[src/design/kle_pkg.sv]
// kle_pkg: shared types and constants of the keyboard line editor
// no dependencies; used by kle_regs, kle_ctrl and keyboard_line_editor
`default_nettype none

package kle_pkg;

    typedef enum logic [1:0] {
        OP_POINTER = 2'd0,
        OP_KEY     = 2'd1,
        OP_TICK    = 2'd2,
        OP_READ    = 2'd3
    } kle_op_t;

    typedef enum logic [3:0] {
        ST_IDLE,
        ST_EXEC,
        ST_DEL_RD,
        ST_DEL_WR,
        ST_INS_RD,
        ST_INS_WR,
        ST_INS_PUT,
        ST_RD_WAIT,
        ST_DONE
    } kle_state_t;

    // register indexes on the configuration port
    localparam logic [2:0] REG_BOX_LEFT     = 3'd0;
    localparam logic [2:0] REG_BOX_TOP      = 3'd1;
    localparam logic [2:0] REG_BOX_WIDTH    = 3'd2;
    localparam logic [2:0] REG_BOX_HEIGHT   = 3'd3;
    localparam logic [2:0] REG_CAPACITY     = 3'd4;
    localparam logic [2:0] REG_BLINK_PERIOD = 3'd5;

    localparam logic [6:0]  CAPACITY_RESET     = 7'd64;
    localparam logic [15:0] BLINK_PERIOD_RESET = 16'd450;

    // scan codes and characters
    localparam logic [7:0] SC_ENTER       = 8'h1C;
    localparam logic [7:0] SC_DELETE      = 8'h53;
    localparam logic [7:0] SC_LEFT        = 8'h4B;
    localparam logic [7:0] SC_RIGHT       = 8'h4D;
    localparam int         SC_BREAK_BIT   = 7;
    localparam logic [7:0] CH_BACKSPACE   = 8'd8;
    localparam logic [7:0] CH_FIRST_PRINT = 8'd32;
    localparam logic [7:0] CH_LAST_PRINT  = 8'd126;

    typedef struct packed {
        logic [11:0] box_left;
        logic [11:0] box_top;
        logic [11:0] box_width;
        logic [11:0] box_height;
        logic [6:0]  capacity;
        logic [15:0] blink_period;
    } kle_cfg_t;

    typedef struct packed {
        kle_op_t     operation;
        logic [11:0] pointer_x;
        logic [11:0] pointer_y;
        logic        left_pressed;
        logic [7:0]  scan_code;
        logic [7:0]  key_char;
        logic [31:0] time_ms;
        logic [5:0]  read_index;
    } kle_item_t;

    typedef struct packed {
        logic [5:0] text_length;
        logic [5:0] caret_position;
        logic       is_focused;
        logic       is_hovered;
        logic       caret_visible;
        logic [7:0] char_at_index;
    } kle_result_t;

endpackage

`default_nettype wire

[src/design/kle_regs.sv]
// kle_regs: configuration registers behind the apb-style port
// depends on kle_pkg for register indexes, reset values and kle_cfg_t
`default_nettype none

module kle_regs
(
    input  wire logic             clk,
    input  wire logic             rst_n,
    input  wire logic             psel,
    input  wire logic             penable,
    input  wire logic             pwrite,
    input  wire logic [4:0]       paddr,
    input  wire logic [31:0]      pwdata,
    output logic      [31:0]      prdata,
    output logic                  pready,
    output kle_pkg::kle_cfg_t     cfg
);

    kle_pkg::kle_cfg_t cfg_reg;
    kle_pkg::kle_cfg_t cfg_next;
    logic              wr_en;
    logic [2:0]        reg_index;

    assign pready    = 1'b1;
    assign wr_en     = psel & penable & pwrite;
    assign reg_index = paddr[4:2];
    assign cfg       = cfg_reg;

    always_comb
    begin
        cfg_next = cfg_reg;
        if (wr_en)
        begin
            unique case (reg_index)
                kle_pkg::REG_BOX_LEFT:     cfg_next.box_left     = pwdata[11:0];
                kle_pkg::REG_BOX_TOP:      cfg_next.box_top      = pwdata[11:0];
                kle_pkg::REG_BOX_WIDTH:    cfg_next.box_width    = pwdata[11:0];
                kle_pkg::REG_BOX_HEIGHT:   cfg_next.box_height   = pwdata[11:0];
                kle_pkg::REG_CAPACITY:     cfg_next.capacity     = pwdata[6:0];
                kle_pkg::REG_BLINK_PERIOD: cfg_next.blink_period = pwdata[15:0];
                default:                   cfg_next = cfg_reg;
            endcase
        end
    end

    always_comb
    begin
        unique case (reg_index)
            kle_pkg::REG_BOX_LEFT:     prdata = 32'(cfg_reg.box_left);
            kle_pkg::REG_BOX_TOP:      prdata = 32'(cfg_reg.box_top);
            kle_pkg::REG_BOX_WIDTH:    prdata = 32'(cfg_reg.box_width);
            kle_pkg::REG_BOX_HEIGHT:   prdata = 32'(cfg_reg.box_height);
            kle_pkg::REG_CAPACITY:     prdata = 32'(cfg_reg.capacity);
            kle_pkg::REG_BLINK_PERIOD: prdata = 32'(cfg_reg.blink_period);
            default:                   prdata = 32'd0;
        endcase
    end

    always_ff @(posedge clk or negedge rst_n)
    begin
        if (!rst_n)
        begin
            cfg_reg.box_left     <= 12'd0;
            cfg_reg.box_top      <= 12'd0;
            cfg_reg.box_width    <= 12'd0;
            cfg_reg.box_height   <= 12'd0;
            cfg_reg.capacity     <= kle_pkg::CAPACITY_RESET;
            cfg_reg.blink_period <= kle_pkg::BLINK_PERIOD_RESET;
        end
        else
        begin
            cfg_reg <= cfg_next;
        end
    end

endmodule

`default_nettype wire

[src/design/kle_text_mem.sv]
// kle_text_mem: character store, one write port and one registered read port
// no dependencies
`default_nettype none

module kle_text_mem
#(
    parameter int BUFFER_DEPTH = 64,
    parameter int AW           = 6
)
(
    input  wire logic          clk,
    input  wire logic          we,
    input  wire logic [AW-1:0] waddr,
    input  wire logic [7:0]    wdata,
    input  wire logic [AW-1:0] raddr,
    output logic      [7:0]    rdata
);

    logic [7:0] mem [BUFFER_DEPTH];
    logic [7:0] rdata_reg;

    assign rdata = rdata_reg;

    always_ff @(posedge clk)
    begin
        if (we)
        begin
            mem[waddr] <= wdata;
        end
        rdata_reg <= mem[raddr];
    end

endmodule

`default_nettype wire

[src/design/kle_ctrl.sv]
// kle_ctrl: event sequencer, editor state and result register
// depends on kle_pkg; drives kle_text_mem one element per shift step
`default_nettype none

module kle_ctrl
#(
    parameter int BUFFER_DEPTH = 64,
    parameter int AW           = 6
)
(
    input  wire logic                 clk,
    input  wire logic                 rst_n,
    input  wire kle_pkg::kle_cfg_t    cfg,
    input  wire logic                 in_valid,
    output logic                      in_ready,
    input  wire kle_pkg::kle_item_t   in_item,
    output logic                      out_valid,
    input  wire logic                 out_ready,
    output kle_pkg::kle_result_t      out_result,
    output logic                      mem_we,
    output logic      [AW-1:0]        mem_waddr,
    output logic      [7:0]           mem_wdata,
    output logic      [AW-1:0]        mem_raddr,
    input  wire logic [7:0]           mem_rdata
);

    localparam int LW = $clog2(BUFFER_DEPTH + 1);
    localparam int CW = ((LW > 7) ? LW : 7) + 1;

    kle_pkg::kle_state_t  state_reg, state_next;
    kle_pkg::kle_item_t   item_reg, item_next;
    kle_pkg::kle_result_t result_reg, result_next;
    logic [AW-1:0]        len_reg, len_next;
    logic [AW-1:0]        caret_reg, caret_next;
    logic [AW-1:0]        idx_reg, idx_next;
    logic                 focus_reg, focus_next;
    logic                 hover_reg, hover_next;
    logic                 phase_reg, phase_next;
    logic [31:0]          last_reg, last_next;
    logic [7:0]           char_reg, char_next;
    logic                 out_valid_reg, out_valid_next;

    logic          hit;
    logic          key_live;
    logic          is_bs, is_del, is_left, is_right, is_print;
    logic          do_bs, do_del, do_left, do_right, do_ins;
    logic [CW-1:0] eff_cap;
    logic          ins_room;
    logic          shift_more;
    logic          idx_above_caret;
    logic          rd_in_range;
    logic [31:0]   elapsed;
    logic          tick_due;
    logic          out_load;

    // inclusive rectangle test
    assign hit = (item_reg.pointer_x >= cfg.box_left)
              && (13'(item_reg.pointer_x) <= 13'(cfg.box_left) + 13'(cfg.box_width))
              && (item_reg.pointer_y >= cfg.box_top)
              && (13'(item_reg.pointer_y) <= 13'(cfg.box_top) + 13'(cfg.box_height));

    assign key_live = focus_reg && !item_reg.scan_code[kle_pkg::SC_BREAK_BIT]
                   && (item_reg.scan_code != kle_pkg::SC_ENTER);
    assign is_bs    = item_reg.key_char == kle_pkg::CH_BACKSPACE;
    assign is_del   = item_reg.scan_code == kle_pkg::SC_DELETE;
    assign is_left  = item_reg.scan_code == kle_pkg::SC_LEFT;
    assign is_right = item_reg.scan_code == kle_pkg::SC_RIGHT;
    assign is_print = (item_reg.key_char >= kle_pkg::CH_FIRST_PRINT)
                   && (item_reg.key_char <= kle_pkg::CH_LAST_PRINT);

    assign eff_cap  = (CW'(cfg.capacity) > CW'(BUFFER_DEPTH)) ? CW'(BUFFER_DEPTH)
                                                               : CW'(cfg.capacity);
    assign ins_room = (CW'(len_reg) + CW'(2)) <= eff_cap;

    assign do_bs    = key_live && is_bs && (caret_reg != '0) && (len_reg != '0);
    assign do_del   = key_live && !is_bs && is_del && (caret_reg < len_reg);
    assign do_left  = key_live && !is_bs && !is_del && is_left && (caret_reg != '0);
    assign do_right = key_live && !is_bs && !is_del && !is_left && is_right
                   && (caret_reg < len_reg);
    assign do_ins   = key_live && !is_bs && !is_del && !is_left && !is_right
                   && is_print && ins_room;

    assign shift_more      = (CW'(idx_reg) + CW'(1)) < CW'(len_reg);
    assign idx_above_caret = idx_reg > caret_reg;
    assign rd_in_range     = (CW'(item_reg.read_index) < CW'(len_reg))
                          && (CW'(item_reg.read_index) < CW'(BUFFER_DEPTH));

    assign elapsed  = item_reg.time_ms - last_reg;
    assign tick_due = elapsed > 32'(cfg.blink_period);

    assign out_load   = (state_reg == kle_pkg::ST_DONE) && (!out_valid_reg || out_ready);
    assign out_valid  = out_valid_reg;
    assign out_result = result_reg;

    // next state
    always_comb
    begin
        state_next = state_reg;
        unique case (state_reg)
            kle_pkg::ST_IDLE:
            begin
                if (in_valid)
                begin
                    state_next = kle_pkg::ST_EXEC;
                end
            end
            kle_pkg::ST_EXEC:
            begin
                unique case (item_reg.operation)
                    kle_pkg::OP_POINTER: state_next = kle_pkg::ST_DONE;
                    kle_pkg::OP_TICK:    state_next = kle_pkg::ST_DONE;
                    kle_pkg::OP_KEY:
                    begin
                        priority if (do_bs || do_del)
                            state_next = kle_pkg::ST_DEL_RD;
                        else if (do_ins)
                            state_next = kle_pkg::ST_INS_RD;
                        else
                            state_next = kle_pkg::ST_DONE;
                    end
                    kle_pkg::OP_READ:
                        state_next = rd_in_range ? kle_pkg::ST_RD_WAIT : kle_pkg::ST_DONE;
                    default: state_next = kle_pkg::ST_DONE;
                endcase
            end
            kle_pkg::ST_DEL_RD:
                state_next = shift_more ? kle_pkg::ST_DEL_WR : kle_pkg::ST_DONE;
            kle_pkg::ST_DEL_WR:
                state_next = kle_pkg::ST_DEL_RD;
            kle_pkg::ST_INS_RD:
                state_next = idx_above_caret ? kle_pkg::ST_INS_WR : kle_pkg::ST_INS_PUT;
            kle_pkg::ST_INS_WR:
                state_next = kle_pkg::ST_INS_RD;
            kle_pkg::ST_INS_PUT:
                state_next = kle_pkg::ST_DONE;
            kle_pkg::ST_RD_WAIT:
                state_next = kle_pkg::ST_DONE;
            kle_pkg::ST_DONE:
            begin
                if (out_load)
                begin
                    state_next = kle_pkg::ST_IDLE;
                end
            end
            default: state_next = kle_pkg::ST_IDLE;
        endcase
    end

    // datapath and memory controls
    always_comb
    begin
        in_ready       = 1'b0;
        item_next      = item_reg;
        len_next       = len_reg;
        caret_next     = caret_reg;
        idx_next       = idx_reg;
        focus_next     = focus_reg;
        hover_next     = hover_reg;
        phase_next     = phase_reg;
        last_next      = last_reg;
        char_next      = char_reg;
        result_next    = result_reg;
        out_valid_next = out_valid_reg && !out_ready;
        mem_we         = 1'b0;
        mem_waddr      = idx_reg;
        mem_wdata      = mem_rdata;
        mem_raddr      = idx_reg;

        unique case (state_reg)
            kle_pkg::ST_IDLE:
            begin
                in_ready = 1'b1;
                if (in_valid)
                begin
                    item_next = in_item;
                end
            end
            kle_pkg::ST_EXEC:
            begin
                char_next = 8'd0;
                unique case (item_reg.operation)
                    kle_pkg::OP_POINTER:
                    begin
                        hover_next = hit;
                        if (item_reg.left_pressed)
                        begin
                            if (hit)
                            begin
                                focus_next = 1'b1;
                                phase_next = 1'b1;
                                last_next  = item_reg.time_ms;
                                caret_next = len_reg;
                            end
                            else
                            begin
                                focus_next = 1'b0;
                            end
                        end
                    end
                    kle_pkg::OP_KEY:
                    begin
                        priority if (do_bs)
                        begin
                            idx_next   = caret_reg - AW'(1);
                            caret_next = caret_reg - AW'(1);
                        end
                        else if (do_del)
                            idx_next = caret_reg;
                        else if (do_left)
                            caret_next = caret_reg - AW'(1);
                        else if (do_right)
                            caret_next = caret_reg + AW'(1);
                        else if (do_ins)
                            idx_next = len_reg;
                        else
                            idx_next = idx_reg;
                    end
                    kle_pkg::OP_TICK:
                    begin
                        if (focus_reg)
                        begin
                            if (tick_due)
                            begin
                                phase_next = !phase_reg;
                                last_next  = item_reg.time_ms;
                            end
                        end
                        else
                        begin
                            phase_next = 1'b0;
                        end
                    end
                    kle_pkg::OP_READ:
                        mem_raddr = AW'(item_reg.read_index);
                    default: char_next = 8'd0;
                endcase
            end
            kle_pkg::ST_DEL_RD:
            begin
                mem_raddr = idx_reg + AW'(1);
                if (!shift_more)
                begin
                    len_next = len_reg - AW'(1);
                end
            end
            kle_pkg::ST_DEL_WR:
            begin
                mem_we   = 1'b1;
                idx_next = idx_reg + AW'(1);
            end
            kle_pkg::ST_INS_RD:
                mem_raddr = idx_reg - AW'(1);
            kle_pkg::ST_INS_WR:
            begin
                mem_we   = 1'b1;
                idx_next = idx_reg - AW'(1);
            end
            kle_pkg::ST_INS_PUT:
            begin
                mem_we     = 1'b1;
                mem_waddr  = caret_reg;
                mem_wdata  = item_reg.key_char;
                len_next   = len_reg + AW'(1);
                caret_next = caret_reg + AW'(1);
            end
            kle_pkg::ST_RD_WAIT:
                char_next = mem_rdata;
            kle_pkg::ST_DONE:
            begin
                if (out_load)
                begin
                    out_valid_next             = 1'b1;
                    result_next.text_length    = 6'(len_reg);
                    result_next.caret_position = 6'(caret_reg);
                    result_next.is_focused     = focus_reg;
                    result_next.is_hovered     = hover_reg;
                    result_next.caret_visible  = phase_reg;
                    result_next.char_at_index  = char_reg;
                end
            end
            default: in_ready = 1'b0;
        endcase
    end

    always_ff @(posedge clk or negedge rst_n)
    begin
        if (!rst_n)
        begin
            state_reg     <= kle_pkg::ST_IDLE;
            len_reg       <= '0;
            caret_reg     <= '0;
            focus_reg     <= 1'b0;
            hover_reg     <= 1'b0;
            phase_reg     <= 1'b1;
            last_reg      <= 32'd0;
            out_valid_reg <= 1'b0;
        end
        else
        begin
            state_reg     <= state_next;
            len_reg       <= len_next;
            caret_reg     <= caret_next;
            focus_reg     <= focus_next;
            hover_reg     <= hover_next;
            phase_reg     <= phase_next;
            last_reg      <= last_next;
            out_valid_reg <= out_valid_next;
        end
    end

    always_ff @(posedge clk)
    begin
        item_reg   <= item_next;
        idx_reg    <= idx_next;
        char_reg   <= char_next;
        result_reg <= result_next;
    end

    a_caret_in_text: assert property (@(posedge clk) disable iff (!rst_n)
        caret_reg <= len_reg)
        else $error("caret beyond text length");

    a_len_bound: assert property (@(posedge clk) disable iff (!rst_n)
        CW'(len_reg) <= CW'(BUFFER_DEPTH - 1))
        else $error("text length beyond buffer");

    a_write_in_shift: assert property (@(posedge clk) disable iff (!rst_n)
        mem_we |-> (state_reg == kle_pkg::ST_DEL_WR || state_reg == kle_pkg::ST_INS_WR
                    || state_reg == kle_pkg::ST_INS_PUT))
        else $error("store written outside an edit step");

    a_accept_starts: assert property (@(posedge clk) disable iff (!rst_n)
        (in_valid && in_ready) |=> (state_reg == kle_pkg::ST_EXEC))
        else $error("accepted transfer not started");

    a_shift_needs_focus: assert property (@(posedge clk) disable iff (!rst_n)
        (state_reg == kle_pkg::ST_DEL_RD || state_reg == kle_pkg::ST_INS_RD) |-> focus_reg)
        else $error("edit running while unfocused");

endmodule

`default_nettype wire

[src/design/keyboard_line_editor.sv]
// keyboard_line_editor: one-line text buffer with caret, pointer focus and blink
// insert, delete and backspace move the entries from the caret onward through a shift
// loop, one entry per read and write step; pointer, key move, tick and read do not shift
// flow: one transfer at a time, the next accepted once the result is queued
// reset: asynchronous active low, resets control state; text store is not cleared
// depends on kle_pkg, kle_regs, kle_text_mem, kle_ctrl
`default_nettype none

module keyboard_line_editor
#(
    parameter int BUFFER_DEPTH = 64
)
(
    input  wire logic        clk,
    input  wire logic        rst_n,
    // apb-style configuration
    input  wire logic        psel,
    input  wire logic        penable,
    input  wire logic        pwrite,
    input  wire logic [4:0]  paddr,
    input  wire logic [31:0] pwdata,
    output logic      [31:0] prdata,
    output logic             pready,
    // input stream
    input  wire logic        s_tvalid,
    output logic             s_tready,
    // pointer_x, pointer_y, left_pressed, scan_code, key_char, time_ms, read_index
    input  wire logic [79:0] s_tdata,
    // operation
    input  wire logic [1:0]  s_tuser,
    // result stream
    output logic             m_tvalid,
    input  wire logic        m_tready,
    // text_length, caret_position, is_focused, is_hovered, caret_visible, char_at_index
    output logic      [23:0] m_tdata
);

    localparam int AW = (BUFFER_DEPTH > 1) ? $clog2(BUFFER_DEPTH) : 1;

    kle_pkg::kle_cfg_t    cfg;
    kle_pkg::kle_item_t   in_item;
    kle_pkg::kle_result_t out_result;
    logic                 mem_we;
    logic [AW-1:0]        mem_waddr;
    logic [7:0]           mem_wdata;
    logic [AW-1:0]        mem_raddr;
    logic [7:0]           mem_rdata;

    // unpack input transfer
    assign in_item.operation    = kle_pkg::kle_op_t'(s_tuser);
    assign in_item.pointer_x    = s_tdata[11:0];
    assign in_item.pointer_y    = s_tdata[23:12];
    assign in_item.left_pressed = s_tdata[24];
    assign in_item.scan_code    = s_tdata[32:25];
    assign in_item.key_char     = s_tdata[40:33];
    assign in_item.time_ms      = s_tdata[72:41];
    assign in_item.read_index   = s_tdata[78:73];

    // pack result transfer
    assign m_tdata = {1'b0,
                      out_result.char_at_index,
                      out_result.caret_visible,
                      out_result.is_hovered,
                      out_result.is_focused,
                      out_result.caret_position,
                      out_result.text_length};

    kle_regs u_regs
    (
        .clk     (clk),
        .rst_n   (rst_n),
        .psel    (psel),
        .penable (penable),
        .pwrite  (pwrite),
        .paddr   (paddr),
        .pwdata  (pwdata),
        .prdata  (prdata),
        .pready  (pready),
        .cfg     (cfg)
    );

    kle_text_mem
    #(
        .BUFFER_DEPTH (BUFFER_DEPTH),
        .AW           (AW)
    )
    u_mem
    (
        .clk   (clk),
        .we    (mem_we),
        .waddr (mem_waddr),
        .wdata (mem_wdata),
        .raddr (mem_raddr),
        .rdata (mem_rdata)
    );

    kle_ctrl
    #(
        .BUFFER_DEPTH (BUFFER_DEPTH),
        .AW           (AW)
    )
    u_ctrl
    (
        .clk        (clk),
        .rst_n      (rst_n),
        .cfg        (cfg),
        .in_valid   (s_tvalid),
        .in_ready   (s_tready),
        .in_item    (in_item),
        .out_valid  (m_tvalid),
        .out_ready  (m_tready),
        .out_result (out_result),
        .mem_we     (mem_we),
        .mem_waddr  (mem_waddr),
        .mem_wdata  (mem_wdata),
        .mem_raddr  (mem_raddr),
        .mem_rdata  (mem_rdata)
    );

endmodule

`default_nettype wire
[config.mk]
export PLATFORM = sky130hd
export DESIGN_NAME = keyboard_line_editor
export DESIGN_NICKNAME = d
export VERILOG_FILES = /design/src/design/kle_pkg.sv /design/src/design/kle_regs.sv /design/src/design/kle_text_mem.sv /design/src/design/kle_ctrl.sv /design/src/design/keyboard_line_editor.sv
export SDC_FILE = /design/constraint.sdc
export NUM_CORES = 1
export LEC_CHECK = 0
export BUFFER_PORTS_ARGS = -buffer_cell sky130_fd_sc_hd__buf_2
export CORE_MARGIN = 4
export CORE_UTILIZATION = 40
export CTS_CLUSTER_DIAMETER = 30
export CTS_CLUSTER_SIZE = 24
export DETAILED_ROUTE_END_ITERATION = 10
export PLACE_DENSITY = 0.63
export SYNTH_ARGS = -nofsm -noshare
export SYNTH_HDL_FRONTEND = slang
export SYNTH_SLANG_ARGS = --single-unit
[constraint.sdc]
create_clock -name clk -period 4.5 [get_ports clk]
set_input_delay 0.45 -clock clk [delete_from_list [all_inputs] [get_ports clk]]
set_output_delay 0.45 -clock clk [all_outputs]
set_load 0.05 [all_outputs]
==> summary.md <==
| Metric | Value |
|---|---|
| Status | `finished with violations` |
| Failing checks | `negative setup slack` |
| Post-synth ARST share | `16.2%` |
| Via density | `5.46` |
| Sw Share | `37.0%` |
| N_diodes | `0` |
| TritonCTS clock tree | `done` |
| Total number of vias | `26.4k` |
| Post-DRT Antenna Nets | `0` |
| Cells after Synth | `3080` |
| Worst Tran Pin Value | `1060 ps` |
| Initial DRC count | `2237` |
| Fin. max-slew vios | `0` |
| Startpoint types | `flip-flop` |
| Combinational share of power | `38.1%` |
| DR WL/cell | `20.5 um` |
| Routability cong. | `0.885` |
| CTS Root Cell | `clkbuf_16` |
| Maxcap violations | `0` |
| Final Power | `0.0349 W` |
| Int Pwr | `0.0220 W` |
| PD cells | `744 nW/um2` |
| Clock transition at path regs | `50 ps` |
| CP required | `5110 ps` |
| Pre-antenna DRT Iters | `5` |
| CP endpoint kind | `flip-flop` |
| Worst Hold Class | `primary input to flip-flop` |
| Final setup vio count | `31` |
| Final core area utilization | `51.9%` |
| Critical path class | `flip-flop to flip-flop` |
| Leakage | `17.7 nW` |
| Commonest non-fill, non-tap cell in the layout | `edfxtp_1` |
| Final std cells w/o fill | `4825` |
| H-tree levels | `4` |
| Layout overhead on the synthesized area | `27.7%` |
| WHS Path Cells | `2` |
| First-pass GRT wire length | `152 mm` |
| Die Ht | `311 um` |
| Setup Skew | `61.1 ps` |
| Maximum number of pins on one net before global-route repair | `91` |
| Hold Vio Cnt, Final | `0` |
| Sw power | `0.0129 W` |
| Share of cells above drive strength 1 | `21.8%` |
| Max-slew headroom | `29.2%` |
| Fmax | `0.216 GHz` |
| Synthesized flop and latch total | `761` |
| FF-to-FF path depth | `25` |
| Final setup margin | `-137 ps` |
| Placed Instances | `4409` |
| NumNets Final | `3802` |
| Core Area | `90600 um2` |
| Final hold slack | `68.4 ps` |
| Clock power share | `33.9%` |
| Std-Cell Rows | `110` |
| Post-DP HPWL | `64.5 mm` |
| Sequential share of the synthesized area | `60.3%` |
| Initial antenna violation count | `1` |
| Synthesized area per cell | `11.9 um2` |
| Total CTS buffers | `160` |
| Period utilization | `103%` |
| Ys flop type | `edfxtp_1` |
| Worst path arrival time | `5250 ps` |
| Reg power frac | `28.0%` |
| Setup TNS Final | `-3290 ps` |
| Die X | `311 um` |
| Clock buffer depth | `3` |
| Global route total overflow | `0` |
| RSZ-0062 raised after global routing | `true` |
| Die area | `96900 um2` |
| Clk sink count | `761` |
| Commonest cells after routing, fill and taps aside | `630 x edfxtp_1, 427 x nand2_1, 170 x buf_4, 161 x clkbuf_16, 151 x nor2_1` |
| EDFF count, synth | `630` |
| DRC | `0` |
| Port buffer count | `147` |
| Routed WL | `99.1 mm` |
| Vias in the first global route | `26.2k` |
| GRT Util Overall | `20.0%` |
| Ys Warns | `0` |
| Unique masters post-synth | `87` |
| Mapped cell area | `36800 um2` |
| IO Pins | `185` |
| Max reg flops | `512` |
| Tmin final | `4640 ps` |
| Fill cell count | `7678` |
| Worst skew pair latency | `740 ps` |
| Initial Util | `40.6%` |
| Max FO, Critical Path | `13` |
| Max VDD drop | `0.386 mV` |
[power groups by stage]
stage | logic [W] | registers (W) | clock network, W
floorplan | 0.00821 | 0.00982 | 0
global placement | 0.0125 | 0.00987 | 0
detailed placement | 0.0126 | 0.00988 | 0
CTS | 0.0129 | 0.00977 | 0.0120
global route | 0.0145 | 0.00985 | 0.0124
finish | 0.0133 | 0.00978 | 0.0118
[path summary, 6_finish.rpt]
check | from | end | slack, ps
setup / recovery | u_regs.cfg[36] | u_ctrl.last_reg[26] | -140
hold / removal | pwdata[0] | u_regs.cfg[16] | 70
setup reg to reg | u_regs.cfg[36] | u_ctrl.last_reg[26] | -140
hold reg to reg | u_ctrl.char_reg[4] | u_ctrl.out_result[4] | 400
max in group asynchronous | rst_n | u_ctrl.phase_reg | 3060
min in group asynchronous | rst_n | u_regs.cfg[43] | 380
[metrics by stage]
stage	cell area [um2]	setup WS, ps
floorplan	36900	37.2
global placement	39800	-582
detailed placement	39800	-608
CTS	46600	-258
global route	47000	-391
finish	47000	-137
[repair_timing]
item	in CTS	in global routing
pin swaps	19	40
buffers inserted	6	16
hold buffers	97	0
gates cloned	2	1
resized for setup	42	54
setup endpoints to repair	39	39
hold endpoints to repair	197	0
[worst max-delay path, cell delays in order, from the launching register on]
cell and delay (ps):
dfrtp_1 380, ha_1 280, a21o_1 170, a21oi_2 150, o21bai_1 110, a21oi_2 160
nor2b_1 60, o21a_1 200, nor3_2 190, nor3b_2 80, o41ai_2 230, xor2_1 120
ha_1 340, nand3_2 110, nor4_4 310, a211oi_2 70, o31ai_2 80, a41oi_2 90
nor4_4 250, buf_6 170, nand3_4 80, a21oi_4 170, o31ai_4 100, buf_6 140
buf_12 140, mux2_1 310
[layout make-up]
cell class	count	area (um2)	share of cell area (%)
clock inverters	110	1410	2.99
clock buffers	186	4190	8.93
repair buffers	439	3450	7.35
flip-flops and latches	761	22200	47.2
well taps	1176	1470	3.13
multi-input cells	2039	13800	29.5
inverters	114	432	0.919
[synth_stat cells, drive strengths merged (7+ instances only)]
master	number	share of area [%]
ha	157	5.3
o31ai	14	0.32
nor2b	25	0.43
and2	142	2.4
nor4	10	0.17
xor2	29	0.69
xnor2	29	0.71
nand2	436	4.4
a221oi	7	0.18
nand2b	17	0.29
nor3	31	0.42
and3	10	0.17
a221o	12	0.33
o211ai	11	0.22
mux2i	24	0.65
o22ai	21	0.36
nor2	154	1.6
a21o	28	0.57
a311oi	66	1.6
o21ai	128	1.7
nand3b	7	0.14
a211oi	159	3.4
buf	82	1.5
a22oi	10	0.20
inv	112	1.1
nand4	21	0.36
o21a	19	0.39
edfxtp	630	51
a31oi	73	1.2
dfrtp	117	8.0
nand3	45	0.61
mux2	84	2.6
nor3b	8	0.16
clkbuf	101	1.0
a21oi	163	2.2
dfxtp	8	0.44
[cells by family (layout without fill, tap and decap cells)]
| family | Yosys count | in the layout | synth area share (%) |
|---|---|---|---|
| other | 2 | 18 | 0.0204 |
| AND/OR/NAND/NOR | 928 | 928 | 11.7 |
| adder cells (fa/ha/maj) | 161 | 161 | 5.56 |
| flip-flops | 761 | 761 | 60.3 |
| multiplexers | 110 | 110 | 3.35 |
| AO/OA/AOI/OAI | 763 | 764 | 14.1 |
| buffers and inverters | 297 | 849 | 3.65 |
| XOR/XNOR | 58 | 58 | 1.40 |
[per-layer routing]
layer,global-route usage (%),wire length [um],vias to the layer above
met5,0,0,-
met2,32.4,46700,907
met4,7.87,3320,0
met1,26.6,42700,12900
met3,4.02,6370,204
li1,-,-,12400
Note: power is estimated with default switching activity, not from simulation.
